$ cat src/rtl/ftma_pkg.sv
`default_nettype none

package ftma_pkg;

	localparam int MAX_WINDOW = 64;
	localparam int SAMPLE_W   = 24;
	localparam int WLEN_W     = 7;
	localparam int SLOT_W     = $clog2(MAX_WINDOW);
	localparam int SUM_W      = SAMPLE_W + SLOT_W;
	localparam int DIV_W      = SUM_W;
	localparam int DIVISOR_W  = SAMPLE_W;
	localparam int DIV_STEPS  = DIV_W;
	localparam int CNT_W      = $clog2(DIV_STEPS);

	localparam logic [WLEN_W-1:0]   WLEN_RESET = WLEN_W'(64);
	localparam logic [SAMPLE_W-1:0] RATE_MAX   = {SAMPLE_W{1'b1}};
	localparam logic [DIV_W-1:0]    RATE_NUM   = DIV_W'(1) << SAMPLE_W;

	typedef struct packed {
		logic busy;
		logic done;
	} div_stat_t;

	// 0 acts as 1, anything above the ring depth acts as the depth
	function automatic logic [WLEN_W-1:0] eff_len(input logic [WLEN_W-1:0] wl);
		logic [WLEN_W-1:0] r;
		if (wl == '0) begin
			r = WLEN_W'(1);
		end else if (wl > WLEN_W'(MAX_WINDOW)) begin
			r = WLEN_W'(MAX_WINDOW);
		end else begin
			r = wl;
		end
		return r;
	endfunction

endpackage

`default_nettype wire

$ cat src/rtl/ftma_div.sv
`default_nettype none

module ftma_div (
	input  wire logic                           clk,
	input  wire logic                           arst_n,
	input  wire logic                           start,
	input  wire logic [ftma_pkg::DIV_W-1:0]     dividend,
	input  wire logic [ftma_pkg::DIVISOR_W-1:0] divisor,
	output ftma_pkg::div_stat_t                 stat,
	output logic [ftma_pkg::DIV_W-1:0]          quotient
);
	import ftma_pkg::*;

	// restoring radix-2, one quotient bit per cycle
	logic [DIVISOR_W-1:0] rem_q;
	logic [DIV_W-1:0]     quo_q;
	logic [DIVISOR_W-1:0] dsr_q;
	logic [CNT_W-1:0]     cnt_q;
	logic                 busy_q;
	logic                 done_q;

	logic [DIVISOR_W:0]   trial;
	logic                 fits;
	logic [DIVISOR_W:0]   diff;

	always_comb begin
		trial = {rem_q, quo_q[DIV_W-1]};
		fits  = trial >= {1'b0, dsr_q};
		diff  = trial - {1'b0, dsr_q};
	end

	always_ff @(posedge clk or negedge arst_n) begin
		if (!arst_n) begin
			busy_q <= 1'b0;
			done_q <= 1'b0;
			cnt_q  <= '0;
		end else begin
			done_q <= !start && busy_q && (cnt_q == '0);
			if (start) begin
				busy_q <= 1'b1;
				cnt_q  <= CNT_W'(DIV_STEPS - 1);
			end else if (busy_q) begin
				if (cnt_q == '0) begin
					busy_q <= 1'b0;
				end else begin
					cnt_q <= cnt_q - CNT_W'(1);
				end
			end
		end
	end

	always_ff @(posedge clk) begin
		if (start) begin
			rem_q <= '0;
			quo_q <= dividend;
			dsr_q <= divisor;
		end else if (busy_q) begin
			rem_q <= fits ? diff[DIVISOR_W-1:0] : trial[DIVISOR_W-1:0];
			quo_q <= {quo_q[DIV_W-2:0], fits};
		end
	end

	assign stat.busy = busy_q;
	assign stat.done = done_q;
	assign quotient  = quo_q;

endmodule

`default_nettype wire

$ cat src/rtl/ftma_ring.sv
`default_nettype none

module ftma_ring (
	input  wire logic                          clk,
	input  wire logic                          arst_n,
	input  wire logic                          clr,
	input  wire logic                          rd_en,
	input  wire logic [ftma_pkg::SLOT_W-1:0]   rd_addr,
	output logic [ftma_pkg::SAMPLE_W-1:0]      rd_data,
	input  wire logic                          wr_en,
	input  wire logic [ftma_pkg::SLOT_W-1:0]   wr_addr,
	input  wire logic [ftma_pkg::SAMPLE_W-1:0] wr_data
);
	import ftma_pkg::*;

	logic [SAMPLE_W-1:0]   mem [MAX_WINDOW];
	logic [MAX_WINDOW-1:0] valid_q;
	logic [SAMPLE_W-1:0]   rd_q;
	logic                  rd_valid_q;

	always_ff @(posedge clk) begin
		if (wr_en) begin
			mem[wr_addr] <= wr_data;
		end
		if (rd_en) begin
			rd_q <= mem[rd_addr];
		end
	end

	// never-written entries read as zero
	always_ff @(posedge clk or negedge arst_n) begin
		if (!arst_n) begin
			valid_q    <= '0;
			rd_valid_q <= 1'b0;
		end else begin
			if (rd_en) begin
				rd_valid_q <= valid_q[rd_addr];
			end
			if (clr) begin
				valid_q <= '0;
			end else if (wr_en) begin
				valid_q[wr_addr] <= 1'b1;
			end
		end
	end

	assign rd_data = rd_valid_q ? rd_q : '0;

endmodule

`default_nettype wire

$ cat src/rtl/frame_time_moving_average_core.sv
// Frame-time moving average over a ring of window_length samples.
//
// s_tvalid/s_tready/s_tdata takes one frame-time word (unsigned Q4.20 s).
// m_tvalid/m_tready/m_tdata/m_tuser returns one word per sample: the mean
// of the last window_length samples and 2^24 / mean (1/16 fps), with
// m_tuser flagging a clamped rate (mean of 0 or 1).
// cfg_valid/cfg_ready/cfg_data writes window_length (0 acts as 1, above 64
// acts as 64); every write clears the history. Write only while idle.
//
// From accept to m_tvalid a sample goes through one ring read, one sum
// update, then two 30-step passes through the shared radix-2 divider
// (sum / length, then 2^24 / mean). A clamped rate skips the second pass.
// s_tready is high only between samples, so a new sample is accepted
// only once the last result has been passed to the output register.
// The result sits in an output register: the next sample is accepted
// while it waits, and the block holds its finished result until m_tready.
// Reset clears the ring (per-entry valid bits), the slot, the running sum,
// and sets window_length to 64; no sweep is needed.
`default_nettype none

module frame_time_moving_average_core (
	input  wire logic        clk,
	input  wire logic        arst_n,
	input  wire logic        s_tvalid,
	output logic             s_tready,
	input  wire logic [23:0] s_tdata,   // [23:0] frame_time
	output logic             m_tvalid,
	input  wire logic        m_tready,
	output logic [47:0]      m_tdata,   // [23:0] average_time, [47:24] frame_rate
	output logic             m_tuser,   // [0] rate_saturated
	input  wire logic        cfg_valid,
	output logic             cfg_ready,
	input  wire logic [6:0]  cfg_data   // [6:0] window_length
);
	import ftma_pkg::*;

	localparam logic [2:0] S_IDLE = 3'd0;
	localparam logic [2:0] S_READ = 3'd1;
	localparam logic [2:0] S_AVG  = 3'd2;
	localparam logic [2:0] S_RATE = 3'd3;
	localparam logic [2:0] S_OUT  = 3'd4;

	logic [2:0]          state_q;
	logic [WLEN_W-1:0]   wlen_q;
	logic [SLOT_W-1:0]   slot_q;
	logic [SLOT_W-1:0]   cur_q;
	logic [SUM_W-1:0]    sum_q;
	logic [SAMPLE_W-1:0] sample_q;
	logic [SAMPLE_W-1:0] avg_q;
	logic [SAMPLE_W-1:0] rate_q;
	logic                sat_q;
	logic                ovalid_q;
	logic [SAMPLE_W-1:0] oavg_q;
	logic [SAMPLE_W-1:0] orate_q;
	logic                osat_q;

	logic [WLEN_W-1:0]   len;
	logic [SLOT_W-1:0]   slot_eff;
	logic [WLEN_W-1:0]   slot_inc;
	logic [SLOT_W-1:0]   slot_next;
	logic [SAMPLE_W-1:0] old;
	logic [SUM_W-1:0]    sum_next;
	logic                in_acc;
	logic                cfg_acc;
	logic                out_free;

	logic                div_start;
	logic [DIV_W-1:0]    div_dividend;
	logic [DIVISOR_W-1:0] div_divisor;
	div_stat_t           div_stat;
	logic [DIV_W-1:0]    div_quo;
	logic [SAMPLE_W-1:0] quo_lo;

	assign len       = eff_len(wlen_q);
	assign s_tready  = state_q == S_IDLE;
	assign cfg_ready = state_q == S_IDLE;
	assign in_acc    = s_tvalid && s_tready;
	assign cfg_acc   = cfg_valid && cfg_ready;
	assign out_free  = !ovalid_q || m_tready;
	assign quo_lo    = div_quo[SAMPLE_W-1:0];

	always_comb begin
		slot_eff  = ({1'b0, slot_q} >= len) ? '0 : slot_q;
		slot_inc  = {1'b0, cur_q} + WLEN_W'(1);
		slot_next = (slot_inc >= len) ? '0 : slot_inc[SLOT_W-1:0];
		sum_next  = sum_q - SUM_W'(old) + SUM_W'(sample_q);
	end

	always_comb begin
		div_start    = 1'b0;
		div_dividend = sum_next;
		div_divisor  = DIVISOR_W'(len);
		unique case (state_q)
			S_READ: begin
				div_start = 1'b1;
			end
			S_AVG: begin
				div_dividend = RATE_NUM;
				div_divisor  = quo_lo;
				div_start    = div_stat.done && (quo_lo > SAMPLE_W'(1));
			end
			default: begin
				div_start = 1'b0;
			end
		endcase
	end

	ftma_ring u_ring (
		.clk     (clk),
		.arst_n  (arst_n),
		.clr     (cfg_acc),
		.rd_en   (in_acc),
		.rd_addr (slot_eff),
		.rd_data (old),
		.wr_en   (state_q == S_READ),
		.wr_addr (cur_q),
		.wr_data (sample_q)
	);

	ftma_div u_div (
		.clk      (clk),
		.arst_n   (arst_n),
		.start    (div_start),
		.dividend (div_dividend),
		.divisor  (div_divisor),
		.stat     (div_stat),
		.quotient (div_quo)
	);

	always_ff @(posedge clk or negedge arst_n) begin
		if (!arst_n) begin
			state_q  <= S_IDLE;
			wlen_q   <= WLEN_RESET;
			slot_q   <= '0;
			sum_q    <= '0;
			ovalid_q <= 1'b0;
		end else begin
			if (state_q == S_OUT && out_free) begin
				ovalid_q <= 1'b1;
			end else if (m_tready) begin
				ovalid_q <= 1'b0;
			end
			unique case (state_q)
				S_IDLE: begin
					if (in_acc) begin
						state_q <= S_READ;
					end
				end
				S_READ: begin
					sum_q   <= sum_next;
					slot_q  <= slot_next;
					state_q <= S_AVG;
				end
				S_AVG: begin
					if (div_stat.done) begin
						state_q <= (quo_lo > SAMPLE_W'(1)) ? S_RATE : S_OUT;
					end
				end
				S_RATE: begin
					if (div_stat.done) begin
						state_q <= S_OUT;
					end
				end
				S_OUT: begin
					if (out_free) begin
						state_q <= S_IDLE;
					end
				end
				default: begin
					state_q <= S_IDLE;
				end
			endcase
			if (cfg_acc) begin
				wlen_q <= cfg_data;
				slot_q <= '0;
				sum_q  <= '0;
			end
		end
	end

	always_ff @(posedge clk) begin
		if (in_acc) begin
			sample_q <= s_tdata[SAMPLE_W-1:0];
			cur_q    <= slot_eff;
		end
		if (state_q == S_AVG && div_stat.done) begin
			avg_q  <= quo_lo;
			rate_q <= RATE_MAX;
			sat_q  <= (quo_lo <= SAMPLE_W'(1));
		end
		if (state_q == S_RATE && div_stat.done) begin
			rate_q <= quo_lo;
		end
		if (state_q == S_OUT && out_free) begin
			oavg_q  <= avg_q;
			orate_q <= rate_q;
			osat_q  <= sat_q;
		end
	end

	assign m_tvalid = ovalid_q;
	assign m_tdata  = {orate_q, oavg_q};
	assign m_tuser  = osat_q;

	a_idle_div: assert property (@(posedge clk) disable iff (!arst_n)
		state_q == S_IDLE |-> !div_stat.busy)
		else $error("divider busy while idle");

	a_slot_range: assert property (@(posedge clk) disable iff (!arst_n)
		{1'b0, slot_q} < len)
		else $error("write slot outside window");

	a_sat_rate: assert property (@(posedge clk) disable iff (!arst_n)
		m_tvalid && m_tuser |-> m_tdata[47:24] == RATE_MAX)
		else $error("saturated flag without clamped rate");

	a_unsat_avg: assert property (@(posedge clk) disable iff (!arst_n)
		m_tvalid && !m_tuser |-> m_tdata[23:0] > 24'd1)
		else $error("unclamped rate from tiny average");

	a_out_hold: assert property (@(posedge clk) disable iff (!arst_n)
		state_q == S_OUT && !out_free |=> state_q == S_OUT)
		else $error("result dropped while output stalled");

endmodule

`default_nettype wire

$ cat config.mk
export PLATFORM = sky130hd
export DESIGN_NAME = frame_time_moving_average_core
export DESIGN_NICKNAME = d
export VERILOG_FILES = /design/src/rtl/ftma_pkg.sv /design/src/rtl/ftma_div.sv /design/src/rtl/ftma_ring.sv /design/src/rtl/frame_time_moving_average_core.sv
export SDC_FILE = /design/constraint.sdc
export NUM_CORES = 2
export LEC_CHECK = 0
export ABC_AREA = 1
export BUFFER_PORTS_ARGS = -buffer_cell sky130_fd_sc_hd__clkbuf_2
export CORE_MARGIN = 2
export CORE_UTILIZATION = 55
export CTS_CLUSTER_DIAMETER = 50
export DETAILED_ROUTE_END_ITERATION = 16
export HOLD_SLACK_MARGIN = 0.02
export PLACE_DENSITY = 0.74
export RECOVER_POWER = 25
export SYNTH_ARGS = -nofsm -noshare
export SYNTH_HDL_FRONTEND = slang
export SYNTH_SLANG_ARGS = --single-unit
$ cat constraint.sdc
create_clock -name clk -period 3.8 [get_ports clk]
set_input_delay 0.76 -clock clk [delete_from_list [all_inputs] [get_ports clk]]
set_output_delay 0.76 -clock clk [all_outputs]
set_load 0.02 [all_outputs]
==> results.txt <==
Clock tree skew after final layout = 0.0404 ns
Pre-Repair DR Iteration Count = 6
Series of cell instances along the critical path = nor4_2 -> nand2_1 -> nand2_2 -> nand2_1 -> ha_1 -> nand2_1 -> nor3_2 -> nand2_2 -> nand3_4 -> buf_12 -> clkinv_16 -> buf_12 -> o21ai_0 -> nand3_1 -> nand3_1 -> nand3_1 -> buf_4 -> nand3_1 -> buf_4 -> nand2_1
Max-slew violations = 924
FF-to-FF End = u_ring.rd_q[17]$_DFFE_PP_
Leak Pwr = 32.3 nW
Cell row count = 139
CTS root buf = clkbuf_16
Max Root-Sink Buffers = 3
Final core utilization = 63.4%
Type of the worst min-delay path = in2reg
Count of flip-flops with a built-in enable after synthesis = 1742
Hold Path Stages = 1
Fin Hold WS = 0.130 ns
Number of design rule violations left after detail routing = 0
Startpoint kind of the worst setup timing path = flip-flop
TritonCTS clock tree = yes
Total number of vias = 54200
Critical path buffer and inverter count = 5
Layout-stage area growth over the synthesis result = 14.7%
Launching point of the worst reg2reg path = wlen_q[0]$_DFFE_PN0P_
Insertion delay of the later-clocked pin in the worst-skew pair = 0.81 ns
Routed len/inst = 25.3 µm
Placeable core area = 143000 µm²
Clk slew on worst S/H paths = 0.06 ns
Syn Nets = 6691
Aggregate global-route resource usage = 29.8%
Total of warnings raised by yosys = 0
Sinks on the clock net = 1885
Number of H-tree levels = 4
Maximum Capacitance Violations = 18
Worst Tran Pin Value = 1.97 ns
Count of mapped cells out of synthesis = 6560
Number of port buffers = 87
Violations in the final reports = max-capacitance violations, max-slew violations
First DRT Iteration DRCs = 7710
Final critical delay including setup and external delays = 3.73 ns
Avg Vias per Cell = 6.12
Setup repair after global routing missed its margin = true
Top delay family on crit path = simple AND/OR/NAND/NOR gates
Sum of internal, switching and leakage power = 77.2 mW
Top FF cell, synth = edfxtp_1
Period utilization = 98.3%
Die Outline Area = 147000 µm²
Worst min-delay path startpoint = s_tdata[10]
Final WL = 225000 µm
F_max = 0.268 GHz
Post-DP Area = 83800 µm²
Starting density of the core = 55.3%
Number of unique standard cell types used by synthesis = 48
Crit path DAT = 4.29 ns
Detailed route wirelength on metal3 = 26200 µm
Overall overflow remaining after global route = 0
Biggest fanout along the worst timing path = 42
Non-Filler Instances = 8865
Commonest cells after routing, fill and taps aside = 1742 x edfxtp_1, 1003 x nor2_1, 750 x nand3_1
Worst voltage drop across the vdd grid = 595 µV
Async S/R FF share, synth = 6.31%
Vias in the first global route = 51800
First-pass GRT wire length = 326000 µm
Setup violation total in the final timing report = 0
Routability-driven placement congestion ratio = 0.947
Mean area per synthesized cell = 12.1 µm²
Final standard cell area without fillers = 90800 µm²
Num CTS Buffers = 186
Proportion of synthesized chip area in sequential cells = 70.5%
Slowest stage cell on the critical path = dfrtp_1
Top Metal Used = met5
Worst path max stage delay = 0.41 ns
I/O pin cnt = 88
Met2 WL post-DR = 104000 µm
Required time at the endpoint of the critical path = 4.36 ns
Flip-flop and latch count after synthesis = 1885
Layout filler cell count = 10300
Min-Delay Endpoint = sample_q[10]$_DFFE_PP_
Post-detailed-route count of antenna-violating nets = 0
Depth of the most critical reg-to-reg path = 20
Netlist area before placement = 79100 µm²
Chip height = 383 µm
Largest net degree at the start of global routing = 106
Final Hold Violating Endpoints = 0
Width of the chip = 383 µm
Number of nets at the end of the flow = 6929
Number of antenna violations at the first check in global routing = 7
Type of the worst setup path = reg2reg
Status = complete, but fails checks
Detailed placer's ending HPWL = 134000 µm
Most common library cell in the layout ignoring fill and taps = edfxtp_1
Power per unit of standard cell area = 851 nW/µm²
Post-Route M1 WL = 82900 µm
Slack of the worst reg-to-reg path = 0.07 ns
Placed Cells incl. Taps = 8489
Tightest slew margin relative to the limit = -31.5%
Layout cells sized above 1 = 12.6%
Category of the worst setup path capture point = flip-flop
[metrics by stage]
step	setup WS, ns	setup TNS, ns
2_1_floorplan	0.0196	0
4_1_cts	-0.0330	-0.0330
3_3_place_gp	-0.540	-3.35
5_1_grt	-0.0840	-0.780
3_5_place_dp	-0.440	-1.72
6_report	0.0664	0
[sequential cells by signal (all words and copies together), names as in the netlist, 30 cells and up]
signal          flops
sum_q              30
u_div.quotient     30
u_ring.mem       1536
u_ring.valid_q     64
[power breakdown]
part           total (mW)  switching, mW  internal (mW)
sequential           25.0          0.651           24.3
clock                18.4           7.91           10.5
combinational        33.8           22.4           11.4
[area by class of cell]
type / count / area [µm²] / area share (%)
well taps: 1903 / 2380 / 2.62
flip-flops and latches: 1885 / 55800 / 61.4
clock inverters: 100 / 977 / 1.08
clock buffers: 250 / 5120 / 5.65
multi-input cells: 3879 / 20800 / 22.9
repair inverters: 1 / 11.3 / 0.0124
diodes: 2 / 5.00 / 0.00551
inverters: 413 / 1590 / 1.75
repair buffers: 432 / 4100 / 4.52
[repair_timing]
item | in CTS | in global routing
cloned | 0 | 11
pin swaps | 0 | 17
endpoints found under the setup margin | 11 | 31
buffers inserted | 0 | 12
gates resized for setup | 30 | 94
hold endpoints to repair | 53 | 0
hold buffers | 1 | 0
[cells by family after synthesis]
logic type                 count (synthesis)  synth area share, %
DFF                                     1885                 70.5
xor gates and xnor gates                  29                0.321
muxes                                      6               0.0854
buffers and inverters                    796                 4.05
and+or+nand+nor                         2722                 15.4
adders and majority gates                 95                 1.74
AOI/OAI and AO/OA                       1027                 7.90
[synthesized netlist by cell type (2+ instances only)]
cell	n	share of area [%]
buf_6	3	0.043
buf_2	131	0.83
xnor2_1	12	0.13
o211ai_1	408	3.9
nand4_1	31	0.25
a21oi_1	79	0.50
o32ai_1	3	0.033
dfrtp_1	118	3.7
or2_1	154	1.2
nand3b_1	6	0.057
o22ai_1	5	0.040
inv_1	410	1.9
dfxtp_1	24	0.61
nor2_1	1076	5.1
nand2_1	448	2.1
mux2_2	6	0.085
or2_0	136	1.1
fa_1	25	0.63
ha_1	70	1.1
buf_4	9	0.085
buf_1	42	0.20
or2_2	32	0.25
nor4_1	8	0.063
xor2_1	17	0.19
a21boi_0	4	0.038
o21a_1	2	0.019
nand3_1	813	5.1
nor3_1	15	0.095
edfxtp_1	1742	66
o21bai_1	6	0.057
inv_2	2	0.0095
a21o_1	4	0.038
clkbuf_1	198	0.94
o21ai_0	480	3.0
o21ai_1	27	0.17
o31ai_1	2	0.019
[worst max-delay path by stage]
stage                                      from                            to  slack, ns  depth (start not counted)
after floorplan           sample_q[1]$_DFFE_PP_  u_div.quotient[20]$_DFFE_PP_       0.02                         17
after global placement    wlen_q[2]$_DFFE_PN0P_     u_ring.rd_q[12]$_DFFE_PP_      -0.54                         21
after detailed placement  wlen_q[2]$_DFFE_PN0P_     u_ring.rd_q[12]$_DFFE_PP_      -0.44                         21
after CTS                 wlen_q[2]$_DFFE_PN0P_     u_ring.rd_q[21]$_DFFE_PP_      -0.03                         22
after global routing      wlen_q[0]$_DFFE_PN0P_     u_ring.rd_q[17]$_DFFE_PP_      -0.08                         22
final                     wlen_q[0]$_DFFE_PN0P_     u_ring.rd_q[17]$_DFFE_PP_       0.07                         20
[per-layer routing]
layer / track usage (%) / vias up
met5: 0 / -
met4: 14.4 / 2
met3: 5.72 / 508
met2: 46.4 / 3478
met1: 40.7 / 26300
li1: - / 23900
(Power assumes the default switching activity.)
